## config.mk

```make
export PLATFORM = sky130hd
export DESIGN_NAME = tnpa_front
export DESIGN_NICKNAME = d
export VERILOG_FILES = /design/src/hw/rtl/tiled_nibble_pixel_access_unit_defines.svh /design/src/hw/rtl/tnpa_pkg.sv /design/src/hw/rtl/tnpa_front.sv
export SDC_FILE = /design/constraint.sdc
export NUM_CORES = 1
export LEC_CHECK = 0
export BUFFER_PORTS_ARGS = -buffer_cell sky130_fd_sc_hd__buf_2
export CORE_ASPECT_RATIO = 2
export CORE_MARGIN = 2
export CORE_UTILIZATION = 54
export CTS_CLUSTER_DIAMETER = 120
export CTS_CLUSTER_SIZE = 14
export DETAILED_ROUTE_END_ITERATION = 12
export PLACE_DENSITY = 0.84
export SYNTH_ARGS = -nofsm -noshare
export SYNTH_HDL_FRONTEND = slang
export SYNTH_SLANG_ARGS = --single-unit
```

## constraint.sdc

```tcl
create_clock -name clk -period 5.27 [get_ports clk]
set_input_delay 0 -clock clk [delete_from_list [all_inputs] [get_ports clk]]
set_output_delay 0 -clock clk [all_outputs]
set_load 0.02 [all_outputs]
```

## src/hw/rtl/tiled_nibble_pixel_access_unit_defines.svh

```systemverilog
// Assertion macros shared by the pixel access unit.
// Needs no other file; define ASSERT_OFF to drop every check.
`ifndef TILED_NIBBLE_PIXEL_ACCESS_UNIT_DEFINES_SVH
`define TILED_NIBBLE_PIXEL_ACCESS_UNIT_DEFINES_SVH
`ifndef ASSERT_OFF
`define TNPA_ASSERT_IMPL(lbl, clk, rst_n, ante, cons) \
  lbl: assert property (@(posedge clk) disable iff (!rst_n) (ante) |-> (cons)) \
    else $error("same-cycle check failed");
`define TNPA_ASSERT_NEXT(lbl, clk, rst_n, ante, cons) \
  lbl: assert property (@(posedge clk) disable iff (!rst_n) (ante) |=> (cons)) \
    else $error("next-cycle check failed");
`else
`define TNPA_ASSERT_IMPL(lbl, clk, rst_n, ante, cons)
`define TNPA_ASSERT_NEXT(lbl, clk, rst_n, ante, cons)
`endif
`endif

```

## src/hw/rtl/tnpa_pkg.sv

```systemverilog
// Shared types and codes of the tiled nibble pixel access unit.
// No dependencies.
`default_nettype none
package tnpa_pkg;

  // action codes
  localparam logic ACT_READ  = 1'b0;
  localparam logic ACT_WRITE = 1'b1;

  // tile ordering codes
  localparam logic ORDER_ROW = 1'b0;
  localparam logic ORDER_COL = 1'b1;

  // request queue between address front and memory back
  localparam int unsigned QDEPTH = 4;
  localparam int unsigned QPTR_W = 2;
  localparam int unsigned QCNT_W = 3;

  // one classified access, address already reduced to the memory size
  typedef struct packed {
    logic        action;
    logic        hi_nib;
    logic [3:0]  color;
    logic [15:0] addr;
  } req_t;

endpackage
`default_nettype wire

```

## src/hw/rtl/tnpa_front.sv

```systemverilog
// Address front: accepts pixel requests and works out the byte address.
// Depends on tnpa_pkg.
`default_nettype none
module tnpa_front #(
  parameter int unsigned VRAM_BYTES = 65536
) (
  input  wire logic         clk,
  input  wire logic         rst_n,
  input  wire logic         in_push,
  output logic              in_full,
  input  wire logic         in_action,
  input  wire logic         in_tile_order,
  input  wire logic [15:0]  in_base_offset,
  input  wire logic [7:0]   in_width_tiles,
  input  wire logic [7:0]   in_height_tiles,
  input  wire logic [11:0]  in_pixel_x,
  input  wire logic [10:0]  in_pixel_y,
  input  wire logic [3:0]   in_color,
  output logic              q_push,
  input  wire logic         q_full,
  output tnpa_pkg::req_t    q_data
);

  // reciprocal of the memory size, scaled by 2^32, rounded up
  localparam logic [63:0] RECIP = ((64'd1 << 32) + 64'(VRAM_BYTES) - 64'd1) / 64'(VRAM_BYTES);
  localparam logic [16:0] VB    = 17'(VRAM_BYTES);

  typedef enum logic [2:0] {
    F_IDLE, F_TILE, F_ADDR, F_RCP, F_RED, F_PUSH
  } fstate_t;

  fstate_t        state_r;
  logic           act_r, ord_r, hi_r;
  logic [15:0]    base_r;
  logic [7:0]     wt_r, ht_r;
  logic [11:0]    x_r;
  logic [10:0]    y_r;
  logic [3:0]     col_r;
  logic [15:0]    tile_r;
  logic [2:0]     px_r, py_r;
  logic [15:0]    addr_r;
  logic [15:0]    quo_r;
  tnpa_pkg::req_t req_r;

  logic [10:0] wpix;
  logic [11:0] xa;
  logic [7:0]  tx, ty;
  logic [16:0] tile_sum;
  logic [15:0] addr_sum;
  logic [47:0] rcp_prod;
  logic [32:0] qv;
  logic [16:0] rem0, rem1;

  // tile coordinates and tile index
  always_comb begin
    wpix = {wt_r, 3'b000};
    xa   = (x_r > {1'b0, wpix}) ? (x_r - {1'b0, wpix}) : x_r;
    tx   = xa[10:3];
    ty   = y_r[10:3];
    if (ord_r == tnpa_pkg::ORDER_ROW) begin
      tile_sum = 17'({8'd0, ty} * {8'd0, wt_r}) + {9'd0, tx};
    end else begin
      tile_sum = 17'({8'd0, tx} * {8'd0, ht_r}) + {9'd0, ty};
    end
  end

  // byte address and its reduction by the memory size
  always_comb begin
    addr_sum = base_r + {tile_r[10:0], 5'b00000} + {11'd0, py_r, 2'b00}
             + {14'd0, px_r[2:1]};
    rcp_prod = {32'd0, addr_r} * {16'd0, RECIP[31:0]};
    qv       = 33'({17'd0, quo_r} * {16'd0, VB});
    rem0     = {1'b0, addr_r} - qv[16:0];
    rem1     = (rem0 >= VB) ? (rem0 - VB) : rem0;
  end

  assign in_full = (state_r != F_IDLE);
  assign q_push  = (state_r == F_PUSH) && !q_full;
  assign q_data  = req_r;

  // sequencer: one request at a time through the address steps
  always_ff @(posedge clk) begin
    if (!rst_n) begin
      state_r <= F_IDLE;
    end else begin
      unique case (state_r)
        F_IDLE: begin
          if (in_push) begin
            act_r   <= in_action;
            ord_r   <= in_tile_order;
            base_r  <= in_base_offset;
            wt_r    <= in_width_tiles;
            ht_r    <= in_height_tiles;
            x_r     <= in_pixel_x;
            y_r     <= in_pixel_y;
            col_r   <= in_color;
            state_r <= F_TILE;
          end
        end
        F_TILE: begin
          tile_r  <= tile_sum[15:0];
          px_r    <= xa[2:0];
          py_r    <= y_r[2:0];
          hi_r    <= ~xa[0];
          state_r <= F_ADDR;
        end
        F_ADDR: begin
          addr_r  <= addr_sum;
          state_r <= F_RCP;
        end
        F_RCP: begin
          quo_r   <= rcp_prod[47:32];
          state_r <= F_RED;
        end
        F_RED: begin
          req_r.action <= act_r;
          req_r.hi_nib <= hi_r;
          req_r.color  <= col_r;
          req_r.addr   <= rem1[15:0];
          state_r      <= F_PUSH;
        end
        F_PUSH: begin
          if (!q_full) begin
            state_r <= F_IDLE;
          end
        end
        default: state_r <= F_IDLE;
      endcase
    end
  end

endmodule
`default_nettype wire

```

Word level (Yosys, flattened, before mapping)
Index checks and enable logic that the tools add are counted.
Widths: inputs -> output; s select.
- add/subtract/negate cells: 7
- bitwise operators: 1
- order comparisons: 2
- multiply operators: 2
- equal/unequal tests: 7
- reductions and logical operators: 9
- multiplexer cells: 6
- operators by type and width (operator ; number):
    $add 11x8->11 ; 2
    $mul 8x8->11 ; 2
    $mux 11 ; 2
    $pmux 3 s6 ; 1
    $ge 16x17->1 const B ; 1
    $add 16x16->16 ; 1
    $add 16x2->16 ; 1
    $add 16x5->16 ; 1
    $mux 16 ; 1
    $sub 16x1->16 const B ; 1
    $gt 12x11->1 ; 1
    $sub 11x11->11 ; 1
    $reduce_and 2->1 ; 4
    $eq 3x2->1 const B ; 2
    $eq 3x3->1 const B ; 2
    $mux 3 ; 2
    $ne 2x2->1 const B ; 2
    $eq 3x1->1 const B ; 1
    $logic_not 3->1 ; 1
    $reduce_and 3->1 ; 1
    $reduce_bool 3->1 ; 1
    $logic_and 1x1->1 ; 1
    $logic_not 1->1 ; 1
    $not 1->1 ; 1
- flip-flop bits (word level): 120
- word-level logic and storage cells: 52
- output and inout bits: 24
- input port bits: 65

Depth between registers and ports, before layout
Gate-level depths: netlist of run 1.
- word-level depth: 5
- gate-level depth with buffers: 26
- mapped depth without buffers: 25

Least setup slack after synthesis of run 1
Ideal clock, no wire load.
- kind: register -> register
- start point: reg wt_r[6]
- end point: reg tile_r[10], data pin
- stages on the path, launching flop included: 25
- buffers on the path: 0
- slack: -0.553 ns
- arrival: 5.674 ns
- clock period less this slack: 5.823 ns
- library setup time: 0.149 ns
- required time: 5.121 ns
- cell sequence: edfxtp_1 > inv_1 > ha_1 > a21o_1 > a211oi_1 > a22oi_1 > and2_1 > mux2_2 > and2_1 > fa_1 > inv_1 > fa_1 > inv_1 > fa_1 > inv_1 > fa_1 > inv_1 > ha_1 > nand2_1 > o21ai_0 > o41ai_1 > xnor2_1 > xnor2_1 > xnor3_1 > mux2i_1
- longest elaborated chain between the ends: 5
- elaborated cells on any way between the ends: 8
- classes of those cells: 3 x add/sub; 2 x mul; 1 x order compare; 2 x mux
- RTL lines (element ; RTL line ; RTL):
    from (decl) ; tnpa_front.sv:35 ; logic [7:0] wt_r, ht_r;
    from (signal assigned) ; tnpa_front.sv:92 ; wt_r <= in_width_tiles;
    $sub 11x11->11 / $gt 12x11->1 (equally long branches) ; tnpa_front.sv:57 ; xa = (x_r > {1'b0, wpix}) ? (x_r - {1'b0, wpix}) : x_r;
    $mux 11 ; tnpa_front.sv:57 ;
    $mul 8x8->11 ; tnpa_front.sv:63 ; tile_sum = 17'({8'd0, tx} * {8'd0, ht_r}) + {9'd0, ty};
    $add 11x8->11 ; tnpa_front.sv:63 ;
    $mux 11 (*) ; tnpa_front.sv:60 ; if (ord_r == tnpa_pkg::ORDER_ROW) begin
    via tile_sum[10] ; tnpa_front.sv:48 ; logic [16:0] tile_sum;
    to (signal assigned) ; tnpa_front.sv:101 ; tile_r <= tile_sum[15:0];
    to (decl) ; tnpa_front.sv:39 ; logic [15:0] tile_r;
The timed path passes the listed nets; every way through them passes the cells marked *.
A chain may end at the register's enable or synchronous reset.

Final worst setup path of run 1
- start point: reg x_r[4]
- end point: reg tile_r[10], data pin
- longest elaborated chain between the ends: 5
- elaborated cells on any way between the ends: 7
- classes of those cells: 3 x add/sub; 1 x mul; 1 x order compare; 2 x mux
- RTL lines (element ; RTL line ; RTL):
    from (decl) ; tnpa_front.sv:36 ; logic [11:0] x_r;
    from (signal assigned) ; tnpa_front.sv:94 ; x_r <= in_pixel_x;
    $sub 11x11->11 / $gt 12x11->1 (equally long branches) ; tnpa_front.sv:57 ;
    $mux 11 (*) ; tnpa_front.sv:57 ;
    $mul 8x8->11 ; tnpa_front.sv:63 ;
    $add 11x8->11 ; tnpa_front.sv:63 ;
    $mux 11 (*) ; tnpa_front.sv:60 ;
    via tile_sum[10] ; tnpa_front.sv:48 ;
Marked as above.

==> results of run 1 <==
power breakdown:
group | internal [W] | switching [W] | total (W)
Clock | 0.000744 | 0.000442 | 0.00119
Sequential | 0.00118 | 0.0000473 | 0.00123
Combinational | 0.00172 | 0.00166 | 0.00338
Total | 0.00365 | 0.00215 | 0.00580
per-stage QoR:
stage                     hold slack (ps)  setup WS (ps)
after floorplan                      98.9           -179
after CTS                            18.9           -423
after global routing                 49.6           -785
after global placement                177           -404
after detailed placement              178           -505
final                                25.2           -516
registers in the layout (all words and copies together), names as in the netlist, 2 cells and up:
register,cells
y_r,11
base_r,16
addr_r,16
x_r,12
wt_r,8
state_r,3
q_data,22
col_r,4
tile_r,11
ht_r,8
px_r,2
py_r,3
placed cells by master (no fill, tap or decap), types with 9 or more instances in the layout:
master	n
nor2_1	35
inv_1	116
a21o_1	9
a21oi_1	18
and2_1	42
inv_2	16
ha_1	49
nand2_1	57
clkbuf_16	17
edfxtp_1	116
dlygate4sd3_1	63
xnor2_1	28
buf_2	88
fa_1	65
fa_2	9
ha_4	12
o21ai_0	11
xor2_1	11
buf_4	91
layer usage:
metal / vias to the layer above / wire length [um]
met5: - / 0
met4: 0 / 1390
met3: 96 / 783
met2: 230 / 11800
met1: 3095 / 7020
li1: 2878 / -
cell usage after synthesis, drive strengths merged (2+ instances only):
cell type | instances | area, um2
inv | 133 | 499
edfxtp | 116 | 3480
fa | 74 | 1480
nand2 | 64 | 243
ha | 63 | 788
and2 | 48 | 300
nor2 | 35 | 131
xnor2 | 31 | 272
a21oi | 25 | 125
o21ai | 18 | 90.1
xor2 | 11 | 96.3
a21o | 9 | 67.6
a21boi | 7 | 52.6
clkbuf | 6 | 22.5
mux2 | 6 | 67.6
nand2b | 5 | 31.3
nand3 | 5 | 25.0
nor2b | 5 | 31.3
nor3 | 5 | 25.0
nand3b | 4 | 30.0
o21bai | 4 | 41.3
a31oi | 3 | 18.8
and3 | 3 | 18.8
dfxtp | 3 | 60.1
nor3b | 3 | 22.5
or3 | 3 | 23.8
a211oi | 2 | 15.0
a22oi | 2 | 20.0
buf | 2 | 8.75
mux2i | 2 | 20.0
nand4 | 2 | 12.5
nor4 | 2 | 12.5
nor4bb | 2 | 20.0
o211ai | 2 | 15.0
worst paths after layout:
path	from	endpoint	slack (ps)	cells past startpoint
min reg2reg	addr_r[4]$_DFFE_PP_	q_data[4]$_DFFE_PP_	420	0
min	q_full	state_r[0]$_SDFFE_PN0P_	30	4
max	x_r[4]$_DFFE_PP_	tile_r[10]$_DFFE_PP_	-520	26
max reg2reg	x_r[4]$_DFFE_PP_	tile_r[10]$_DFFE_PP_	-520	26
area by class of cell:
class,count,area [um2],area share [%]
clock buffers,17,425,3.74
clock inverters,14,175,1.54
inverters,133,502,4.41
multi-input cells,456,4670,41.0
flip-flops and latches,119,3540,31.1
well taps,198,248,2.18
repair buffers,248,1820,16.0
timing repair:
item                                   in CTS  in global routing
setup buffers                              14                 14
resized for setup                          30                 44
pin swaps                                  21                 42
setup endpoints to repair                   4                  6
endpoints found under the hold margin      64                  0
hold buffers                               63                  0
cells by family after synthesis:
| logic type | after synthesis |
|---|---|
| adder cells (fa/ha/maj) | 137 |
| multiplexers | 8 |
| XOR/XNOR | 43 |
| flip-flops | 119 |
| AND/OR/NAND/NOR | 187 |
| AO/OA/AOI/OAI | 81 |
| buffers and inverters | 141 |
worst max-delay path: cells and delay by family, from the launching register on:
| family | cells | cell delay, ps |
|---|---|---|
| adders and majority gates | 6 | 2220 |
| AOI/OAI and AO/OA | 5 | 950 |
| buffers and inverters | 6 | 560 |
| xor gates and xnor gates | 3 | 530 |
| and+or+nand+nor | 4 | 500 |
| DFF | 1 | 470 |
| muxes | 2 | 390 |
==> flow_metrics.env, run 1 <==
export IMPL_hold_class="in -> reg"
export IMPL_n_antenna_cell=0
export IMPL_ys_seq_area_share_pct=42.8
export IMPL_synth_edf_count=116
export IMPL_gr_usage_met1_pct=24.7
export IMPL_yosys_area_share_simple_pct=11.3
export IMPL_cts_buffers=17
export IMPL_clkLatencyLatePin_ps=420
export IMPL_violations="negative setup slack"
export IMPL_setup_violations=5
export IMPL_syn_area_um2=8280
export IMPL_grt_pass1_wl_um=32200
export IMPL_overflow=0
export IMPL_path_max_fanout=7
export IMPL_max_stage_delay_ps=510
export IMPL_nFillCells=900
export IMPL_drt_iter0_markers=349
export IMPL_die_area_um2=16400
export IMPL_worstSetupPathType="reg -> reg"
export IMPL_tns_ps=-1780
export IMPL_use_met2_pct=49.9
export IMPL_cap_viol_max_count=0
export IMPL_netlist_cell_type_count=51
export IMPL_synth_compound_area_share_pct=6.33
export IMPL_critical_path_endpoint_type="register"
export IMPL_cts_root_buf="clkbuf_16"
export IMPL_cts_tree="built"
export IMPL_ant_nets=0
export IMPL_powerDensity_nw_per_um2=509
export IMPL_viasPerCell=5.32
export IMPL_ys_flop_type="edfxtp_1"
export IMPL_grt_usage_pct=26.0
export IMPL_syn_nets=918
export IMPL_dp_hpwl_um=13600
export IMPL_finClkSkew_ps=12.5
export IMPL_synthMuxAreaShare_pct=1.06
export IMPL_area_growth_pct=37.4
export IMPL_min_period_ps=5790
export IMPL_fin_cells=1185
export IMPL_final_util_pct=75.2
export IMPL_gp_congestion=0.972
export IMPL_clkTransAtPathRegs_ps=60
export IMPL_finalMaxSlewViolations=0
export IMPL_core_area_um2=15100
export IMPL_cp_required_ps=5540
export IMPL_die_w_um=91.6
export IMPL_hold_viol=0
export IMPL_rsz0062_at_grt="true"
export IMPL_synth_top_family_by_area="adder cells"
export IMPL_worstMarginPinSlew_ps=820
export IMPL_grt_start_max_net_pins=62
export IMPL_vdd_ir_drop_worst_mv=0.406
export IMPL_use_met3_pct=4.83
export IMPL_final_cell_area_um2=11400
export IMPL_finalPower_w=0.00580
export IMPL_status="complete, but fails checks"
export IMPL_clockBufferDepth=2
export IMPL_std_cell_rows=64
export IMPL_syn_instance_count=716
export IMPL_first_global_vias=6926
export IMPL_synth_xor_area_share_pct=4.71
export IMPL_vias=6299
export IMPL_wl_um=21000
export IMPL_placed_cell_area_um2=9680
export IMPL_start_util_pct=54.7
export IMPL_avgSynthCellArea_um2=11.6
export IMPL_route_detailed_drc=0
export IMPL_avgRoutedWirePerCell_um=17.7
export IMPL_port_buffer_count=88
export IMPL_htreeDepth=4
export IMPL_grt_busiest_layer="met2"
export IMPL_fmax_mhz=173
export IMPL_finalNetCount=1177
export IMPL_dr_pass1_iters=7
export IMPL_ys_async_sr_fraction_pct=0
export IMPL_synth_seq_cells=119
export IMPL_critical_path_arrival_ps=6060
export IMPL_slew_headroom_pct=45.3
export IMPL_drive_gt1_share_pct=31.3
export IMPL_cts_sinks=119
export IMPL_die_h_um=179
export IMPL_ys_warnings_count=0
export IMPL_io_pins=89
export IMPL_worst_setup_path_start_kind="register"
export IMPL_finalCritPeriodShare_pct=110
export IMPL_synthAdderAreaFrac_pct=27.4
export IMPL_antenna_found_initial=0
export IMPL_p_leak_nw=4.98
export IMPL_cpMaxStageDelayCell="fa_1"
export IMPL_dp_cells=1067
export IMPL_setup_ws_ps=-516
(Power assumes the default switching activity.)
==> inputs of run 2 (changes only) <==
PLACE_DENSITY = 0.89   (was 0.84)
==> run 2 against run 1 <==
Effect of this change:
- the flow still finishes with violations (negative setup slack)
- sequential cell count unchanged
- die area did not move
- cell area down 1.2%
- highest routed layer unchanged
- wire length increased by 1.7%
- first-iteration DRC count up 14%
- maximum frequency is 1.3% lower
==> flow_metrics.env, run 2 (synthesis results as in run 1) <==
export IMPL_status="complete, but fails checks"
export IMPL_violations="negative setup slack"
export IMPL_route_detailed_drc=0
export IMPL_grt_start_max_net_pins=56
export IMPL_grt_usage_pct=26.2
export IMPL_die_area_um2=16400
export IMPL_drt_iter0_markers=397
export IMPL_ant_nets=0
export IMPL_clockBufferDepth=2
export IMPL_finalCritPeriodShare_pct=111
export IMPL_preCtsSetupSlack_ps=-692
export IMPL_cap_viol_max_count=0
export IMPL_netSwitchingFraction_pct=38.0
export IMPL_wl_um=21300
export IMPL_cpMostUsedCell="fa_1"
export IMPL_dr_pass1_iters=6
export IMPL_max_stage_delay_ps=520
export IMPL_cts_sinks=119
export IMPL_clkLatencyLatePin_ps=430
export IMPL_p_int_w=0.00369
export IMPL_cp_required_ps=5550
export IMPL_p_seq_share_pct=20.7
export IMPL_r2r_start="wt_r[0]$_DFFE_PP_"
export IMPL_die_h_um=179
export IMPL_reg2regPathDepth=23
export IMPL_p_comb_share_pct=57.6
export IMPL_overflow=0
export IMPL_crit_path_end="tile_r[10]$_DFFE_PP_"
export IMPL_start_util_pct=54.7
export IMPL_finalMaxSlewViolations=0
export IMPL_path_max_fanout=7
export IMPL_cp_depth=23
export IMPL_viasPerCell=5.34
export IMPL_worst_setup_path_start_kind="register"
export IMPL_cts_buffers=17
export IMPL_largest_reg_flops=22
export IMPL_clkTransAtPathRegs_ps=60
export IMPL_p_switching_w=0.00226
export IMPL_critPathTopFamily="adder cells"
export IMPL_finClkSkew_ps=10.3
export IMPL_setup_violations=4
export IMPL_finalNetCount=1156
export IMPL_mostFrequentLayoutCells="118 x inv_1, 116 x edfxtp_1, 88 x buf_2"
export IMPL_htreeDepth=4
export IMPL_vias=6232
export IMPL_port_buffer_count=88
export IMPL_critPathBufInv=4
export IMPL_min_period_ps=5860
export IMPL_fmax_mhz=171
export IMPL_first_global_vias=6707
export IMPL_hold_worst_slack_ps=61.0
export IMPL_cpMaxStageDelayCell="fa_1"
export IMPL_grt_pass1_wl_um=32600
export IMPL_core_area_um2=15100
export IMPL_avgRoutedWirePerCell_um=18.3
export IMPL_cts_root_buf="clkbuf_16"
export IMPL_startpoint="wt_r[0]$_DFFE_PP_"
export IMPL_reg2reg_to="tile_r[10]$_DFFE_PP_"
export IMPL_antenna_found_initial=1
export IMPL_vdd_ir_drop_worst_mv=0.356
export IMPL_critical_path_arrival_ps=6140
export IMPL_dp_hpwl_um=13900
export IMPL_gp_congestion=0.922
export IMPL_cts_tree="built"
export IMPL_io_pins=89
export IMPL_drive_gt1_share_pct=29.4
export IMPL_worstMarginPinSlew_ps=714
export IMPL_clkPwrFrac_pct=21.7
export IMPL_powerDensity_nw_per_um2=528
export IMPL_p_leak_nw=4.91
export IMPL_reg2reg_slack_ps=-590
export IMPL_crit_chain="ha_2, nand2_4, nor4_4, a22oi_2, and2_4, mux2_4, and2_4, fa_1, inv_2, fa_1, inv_2, fa_1, inv_1, fa_1, inv_2, ha_4, nand2_2, o21ai_2, o41ai_2, xnor2_1, xnor2_1, xnor3_1, mux2i_1"
export IMPL_setup_ws_ps=-594
export IMPL_layout_commonest_cell="inv_1"
export IMPL_slew_headroom_pct=52.4
export IMPL_worstSetupPathType="reg -> reg"
export IMPL_area_growth_pct=35.8
export IMPL_die_w_um=91.6
export IMPL_std_cell_rows=64
export IMPL_tns_ps=-1280
export IMPL_rsz0062_at_grt="true"
export IMPL_hold_class="in -> reg"
export IMPL_critical_path_endpoint_type="register"
export IMPL_hold_viol=0
## run 2: through the flow
| step | cell area (um2) | instances | utilization (%) | power [W] |
|---|---|---|---|---|
| final | 11200 | 1166 | 74.3 | 0.00594 |
| after global routing | 11200 | 1166 | 74.3 | 0.00628 |
| after CTS | 11100 | 1161 | 73.3 | 0.00570 |
| after detailed placement | 9590 | 1055 | 63.3 | 0.00414 |
| after global placement | 9590 | 1055 | 63.3 | 0.00400 |
| after floorplan | 8430 | 716 | - | 0.00326 |
## run 2: area by class of cell
cell class / instances / area [um2]
clock buffer: 18 / 429
antenna: 1 / 2.50
timing repair buffer: 227 / 1670
multi-input combinational: 456 / 4650
fill: 915 / 3890
clock inverter: 14 / 210
inverter: 133 / 499
sequential: 119 / 3540
tap: 198 / 248
## run 2: worst reg2reg max path, cell delays in order (launching register included)
cell and delay [ps]:
edfxtp_1 440, ha_2 390, nand2_4 80, nor4_4 240
a22oi_2 170, and2_4 200, mux2_4 350, and2_4 160
fa_1 500, inv_2 40, fa_1 490, inv_2 40
fa_1 520, inv_1 50, fa_1 480, inv_2 40
ha_4 230, nand2_2 80, o21ai_2 70, o41ai_2 370
xnor2_1 220, xnor2_1 160, xnor3_1 250, mux2i_1 140
## run 2: what timing repair did
item | in CTS | in global routing
pin swaps | 40 | 28
buffers inserted | 11 | 4
hold buffers | 64 | 0
endpoints found under the setup margin | 7 | 6
gates resized for setup | 33 | 33
hold endpoints to repair | 64 | 0
## run 2: power by group through the flow
stage | logic [W] | registers [W] | clock network [W]
floorplan | 0.00204 | 0.00122 | 0
global placement | 0.00276 | 0.00124 | 0
detailed placement | 0.00290 | 0.00124 | 0
CTS | 0.00318 | 0.00123 | 0.00129
global route | 0.00371 | 0.00123 | 0.00134
finish | 0.00342 | 0.00123 | 0.00129
## run 2: per-layer routing
| metal | wire (um) | vias up | track usage [%] |
|---|---|---|---|
| li1 | - | 2836 | - |
| met1 | 7380 | 3060 | 26.7 |
| met2 | 12000 | 253 | 49.0 |
| met3 | 1020 | 83 | 5.17 |
| met4 | 969 | 0 | 14.5 |
| met5 | 0 | - | 0 |
## run 2: worst min-delay path by stage
| stage | from | end | slack, ps | depth (start not counted) |
|---|---|---|---|---|
| floorplan | in_action | act_r$_DFFE_PP_ | 100 | 0 |
| global placement | in_pixel_x[11] | x_r[11]$_DFFE_PP_ | 180 | 1 |
| detailed placement | in_width_tiles[2] | wt_r[2]$_DFFE_PP_ | 180 | 1 |
| CTS | q_full | state_r[2]$_SDFFE_PN0P_ | 60 | 4 |
| global route | q_full | state_r[2]$_SDFFE_PN0P_ | 90 | 4 |
| finish | q_full | state_r[2]$_SDFFE_PN0P_ | 60 | 4 |
==> inputs of run 3 (changes only) <==
--- a/config.mk
+++ b/config.mk
@@ -9,9 +9,9 @@
 export CORE_ASPECT_RATIO = 2
 export CORE_MARGIN = 2
-export CORE_UTILIZATION = 54
+export CORE_UTILIZATION = 60
 export CTS_CLUSTER_DIAMETER = 120
 export CTS_CLUSTER_SIZE = 14
 export DETAILED_ROUTE_END_ITERATION = 12
-export PLACE_DENSITY = 0.89
+export PLACE_DENSITY = 0.93
 export SYNTH_ARGS = -nofsm -noshare
 export SYNTH_HDL_FRONTEND = slang
==> constraint.sdc (replaced) <==
create_clock -name clk -period 5.4 [get_ports clk]
set_input_delay 1.62 -clock clk [delete_from_list [all_inputs] [get_ports clk]]
set_output_delay 1.62 -clock clk [all_outputs]
set_load 0.02 [all_outputs]
==> run 3 against run 2 <==
Effect of this change:
- the run still ends with negative setup slack left
- maximum frequency is 0.44% higher
- clock power is 10% lower
- sequential power hardly changed
- global-route usage is 3.5 points higher
- cell area is 5.0% lower
- largest cell class unchanged
- highest routed layer unchanged
==> flow_metrics.env, run 3 (synthesis results as in run 1) <==
export IMPL_cts_sinks=119
export IMPL_overflow=0
export IMPL_finalPower_w=0.00617
export IMPL_htreeDepth=4
export IMPL_worst_setup_path_start_kind="register"
export IMPL_antenna_found_initial=0
export IMPL_clkLatencyLatePin_ps=430
export IMPL_dp_cells=1021
export IMPL_drt_iter0_markers=340
export IMPL_worstHoldEndpoint="q_data[6]$_DFFE_PP_"
export IMPL_cts_buffers=17
export IMPL_violations="negative setup slack"
export IMPL_reg2reg_to="tile_r[10]$_DFFE_PP_"
export IMPL_finalMaxSlewViolations=0
export IMPL_status="complete, but fails checks"
export IMPL_min_path_cells=0
export IMPL_cts_root_buf="clkbuf_16"
export IMPL_n_antenna_cell=0
export IMPL_critical_path_arrival_ps=5990
export IMPL_cts_tree="built"
export IMPL_setup_violations=5
export IMPL_die_w_um=87.1
export IMPL_io_pins=89
export IMPL_layout_commonest_cell="inv_1"
export IMPL_critPathBufInv=6
export IMPL_finClkSkew_ps=14.2
export IMPL_finalNetCount=1107
export IMPL_p_leak_nw=4.68
export IMPL_grt_usage_pct=29.7
export IMPL_first_global_vias=6601
export IMPL_max_stage_delay_ps=540
export IMPL_nFillCells=704
export IMPL_r2r_start="x_r[3]$_DFFE_PP_"
export IMPL_mostFrequentLayoutCells="117 x inv_1, 116 x edfxtp_1, 88 x buf_2, 88 x buf_4, 70 x fa_1"
export IMPL_cpMaxStageDelayCell="fa_1"
export IMPL_core_area_um2=13400
export IMPL_slew_headroom_pct=14.6
export IMPL_area_growth_pct=29.1
export IMPL_dp_hpwl_um=14900
export IMPL_min_period_ps=5840
export IMPL_path_max_fanout=5
export IMPL_tns_ps=-1200
export IMPL_vias=6189
export IMPL_die_area_um2=14800
export IMPL_ant_nets=0
export IMPL_dr_pass1_iters=5
export IMPL_hold_class="reg -> reg"
export IMPL_worstMarginPinSlew_ps=1270
export IMPL_preCtsSetupSlack_ps=-554
export IMPL_critical_path_endpoint_type="register"
export IMPL_largest_reg_flops=22
export IMPL_crit_chain="inv_1, ha_2, inv_2, fa_2, nand3_4, a21oi_4, o21a_1, or3_1, a31o_4, fa_1, inv_2, fa_1, fa_1, fa_1, inv_2, ha_4, inv_2, o21bai_1, a21oi_2, o21bai_1, a21oi_2, xnor2_1, buf_4, mux2i_1"
export IMPL_fin_cells=1073
export IMPL_std_cell_rows=60
export IMPL_port_buffer_count=88
export IMPL_finalCritPeriodShare_pct=108
export IMPL_start_util_pct=61.6
export IMPL_final_util_pct=79.5
export IMPL_critPathTopFamily="adder cells"
export IMPL_avgRoutedWirePerCell_um=20.0
export IMPL_vdd_ir_drop_worst_mv=0.332
export IMPL_clockBufferDepth=2
export IMPL_grt_pass1_wl_um=32200
export IMPL_wl_um=21500
export IMPL_reg2regPathDepth=24
export IMPL_fmax_mhz=171
export IMPL_rsz0062_at_grt="true"
export IMPL_viasPerCell=5.77
export IMPL_hold_buffers=0
export IMPL_gp_congestion=0.988
export IMPL_route_detailed_drc=0
export IMPL_multi_input_area_um2=4730
export IMPL_regArea_um2=3540
export IMPL_cp_required_ps=5550
export IMPL_reg2reg_slack_ps=-440
export IMPL_grt_start_max_net_pins=37
export IMPL_powerDensity_nw_per_um2=577
export IMPL_setup_ws_ps=-438
export IMPL_hold_viol=0
export IMPL_drive_gt1_share_pct=32.6
export IMPL_worstSetupPathType="reg -> reg"
export IMPL_clkTransAtPathRegs_ps=60
export IMPL_min_from="addr_r[6]$_DFFE_PP_"
export IMPL_cap_viol_max_count=0
export IMPL_die_h_um=170
[run 3: layer usage]
layer | share of wire [%] | vias to the layer above | global-route usage (%) | wire length [um]
met3 | 5.0 | 119 | 5.53 | 1070
li1 | - | 2736 | - | -
met1 | 30 | 3019 | 25.7 | 6420
met2 | 57 | 315 | 56.1 | 12200
met5 | 0 | - | 0 | 0
met4 | 8.5 | 0 | 23.2 | 1830
[run 3: cell type report]
class	count	share of cell area, %
Tap cell	155	1.81
Sequential cell	119	33.2
Multi-Input combinational cell	456	44.2
Clock inverter	14	1.52
Timing Repair Buffer	178	10.6
Clock buffer	18	4.02
Inverter	133	4.67
[run 3: worst max-delay path by stage]
| stage | start | end | slack, ps | depth (start not counted) |
|---|---|---|---|---|
| finish | x_r[3]$_DFFE_PP_ | tile_r[10]$_DFFE_PP_ | -440 | 24 |
| global route | x_r[3]$_DFFE_PP_ | tile_r[10]$_DFFE_PP_ | -610 | 25 |
| CTS | x_r[3]$_DFFE_PP_ | tile_r[10]$_DFFE_PP_ | -350 | 24 |
| detailed placement | x_r[3]$_DFFE_PP_ | tile_r[10]$_DFFE_PP_ | -550 | 24 |
| global placement | x_r[3]$_DFFE_PP_ | tile_r[10]$_DFFE_PP_ | -420 | 24 |
| floorplan | wt_r[0]$_DFFE_PP_ | tile_r[10]$_DFFE_PP_ | -50 | 21 |
[run 3: repair_timing]
action                                  CTS  global route
pin swaps                                34            25
gates resized for setup                  34            29
endpoints found under the setup margin    5             5
endpoints found under the hold margin     0             0
buffers inserted                         12            11
[run 3: metrics by stage]
step / area, um2 / hold slack (ps)
after global placement: 9600 / 400
after global routing: 10700 / 424
after CTS: 10500 / 419
final: 10700 / 418
after detailed placement: 9600 / 405
after floorplan: 8430 / 400
[run 3: worst reg2reg max path, delay by kind of cell (launching register included)]
| kind | cells | cell delay (ps) |
|---|---|---|
| fa+ha+maj | 7 | 2910 |
| compound gates | 7 | 1120 |
| mux | 1 | 70 |
| buf+inv | 6 | 450 |
| simple gates | 2 | 420 |
| flops | 1 | 420 |
| xor+xnor | 1 | 170 |
[run 3: power by group]
group          internal (W)  switching (W)  total, W
combinational       0.00184        0.00197   0.00381
sequential          0.00115      0.0000469   0.00120
clock              0.000693       0.000471   0.00116
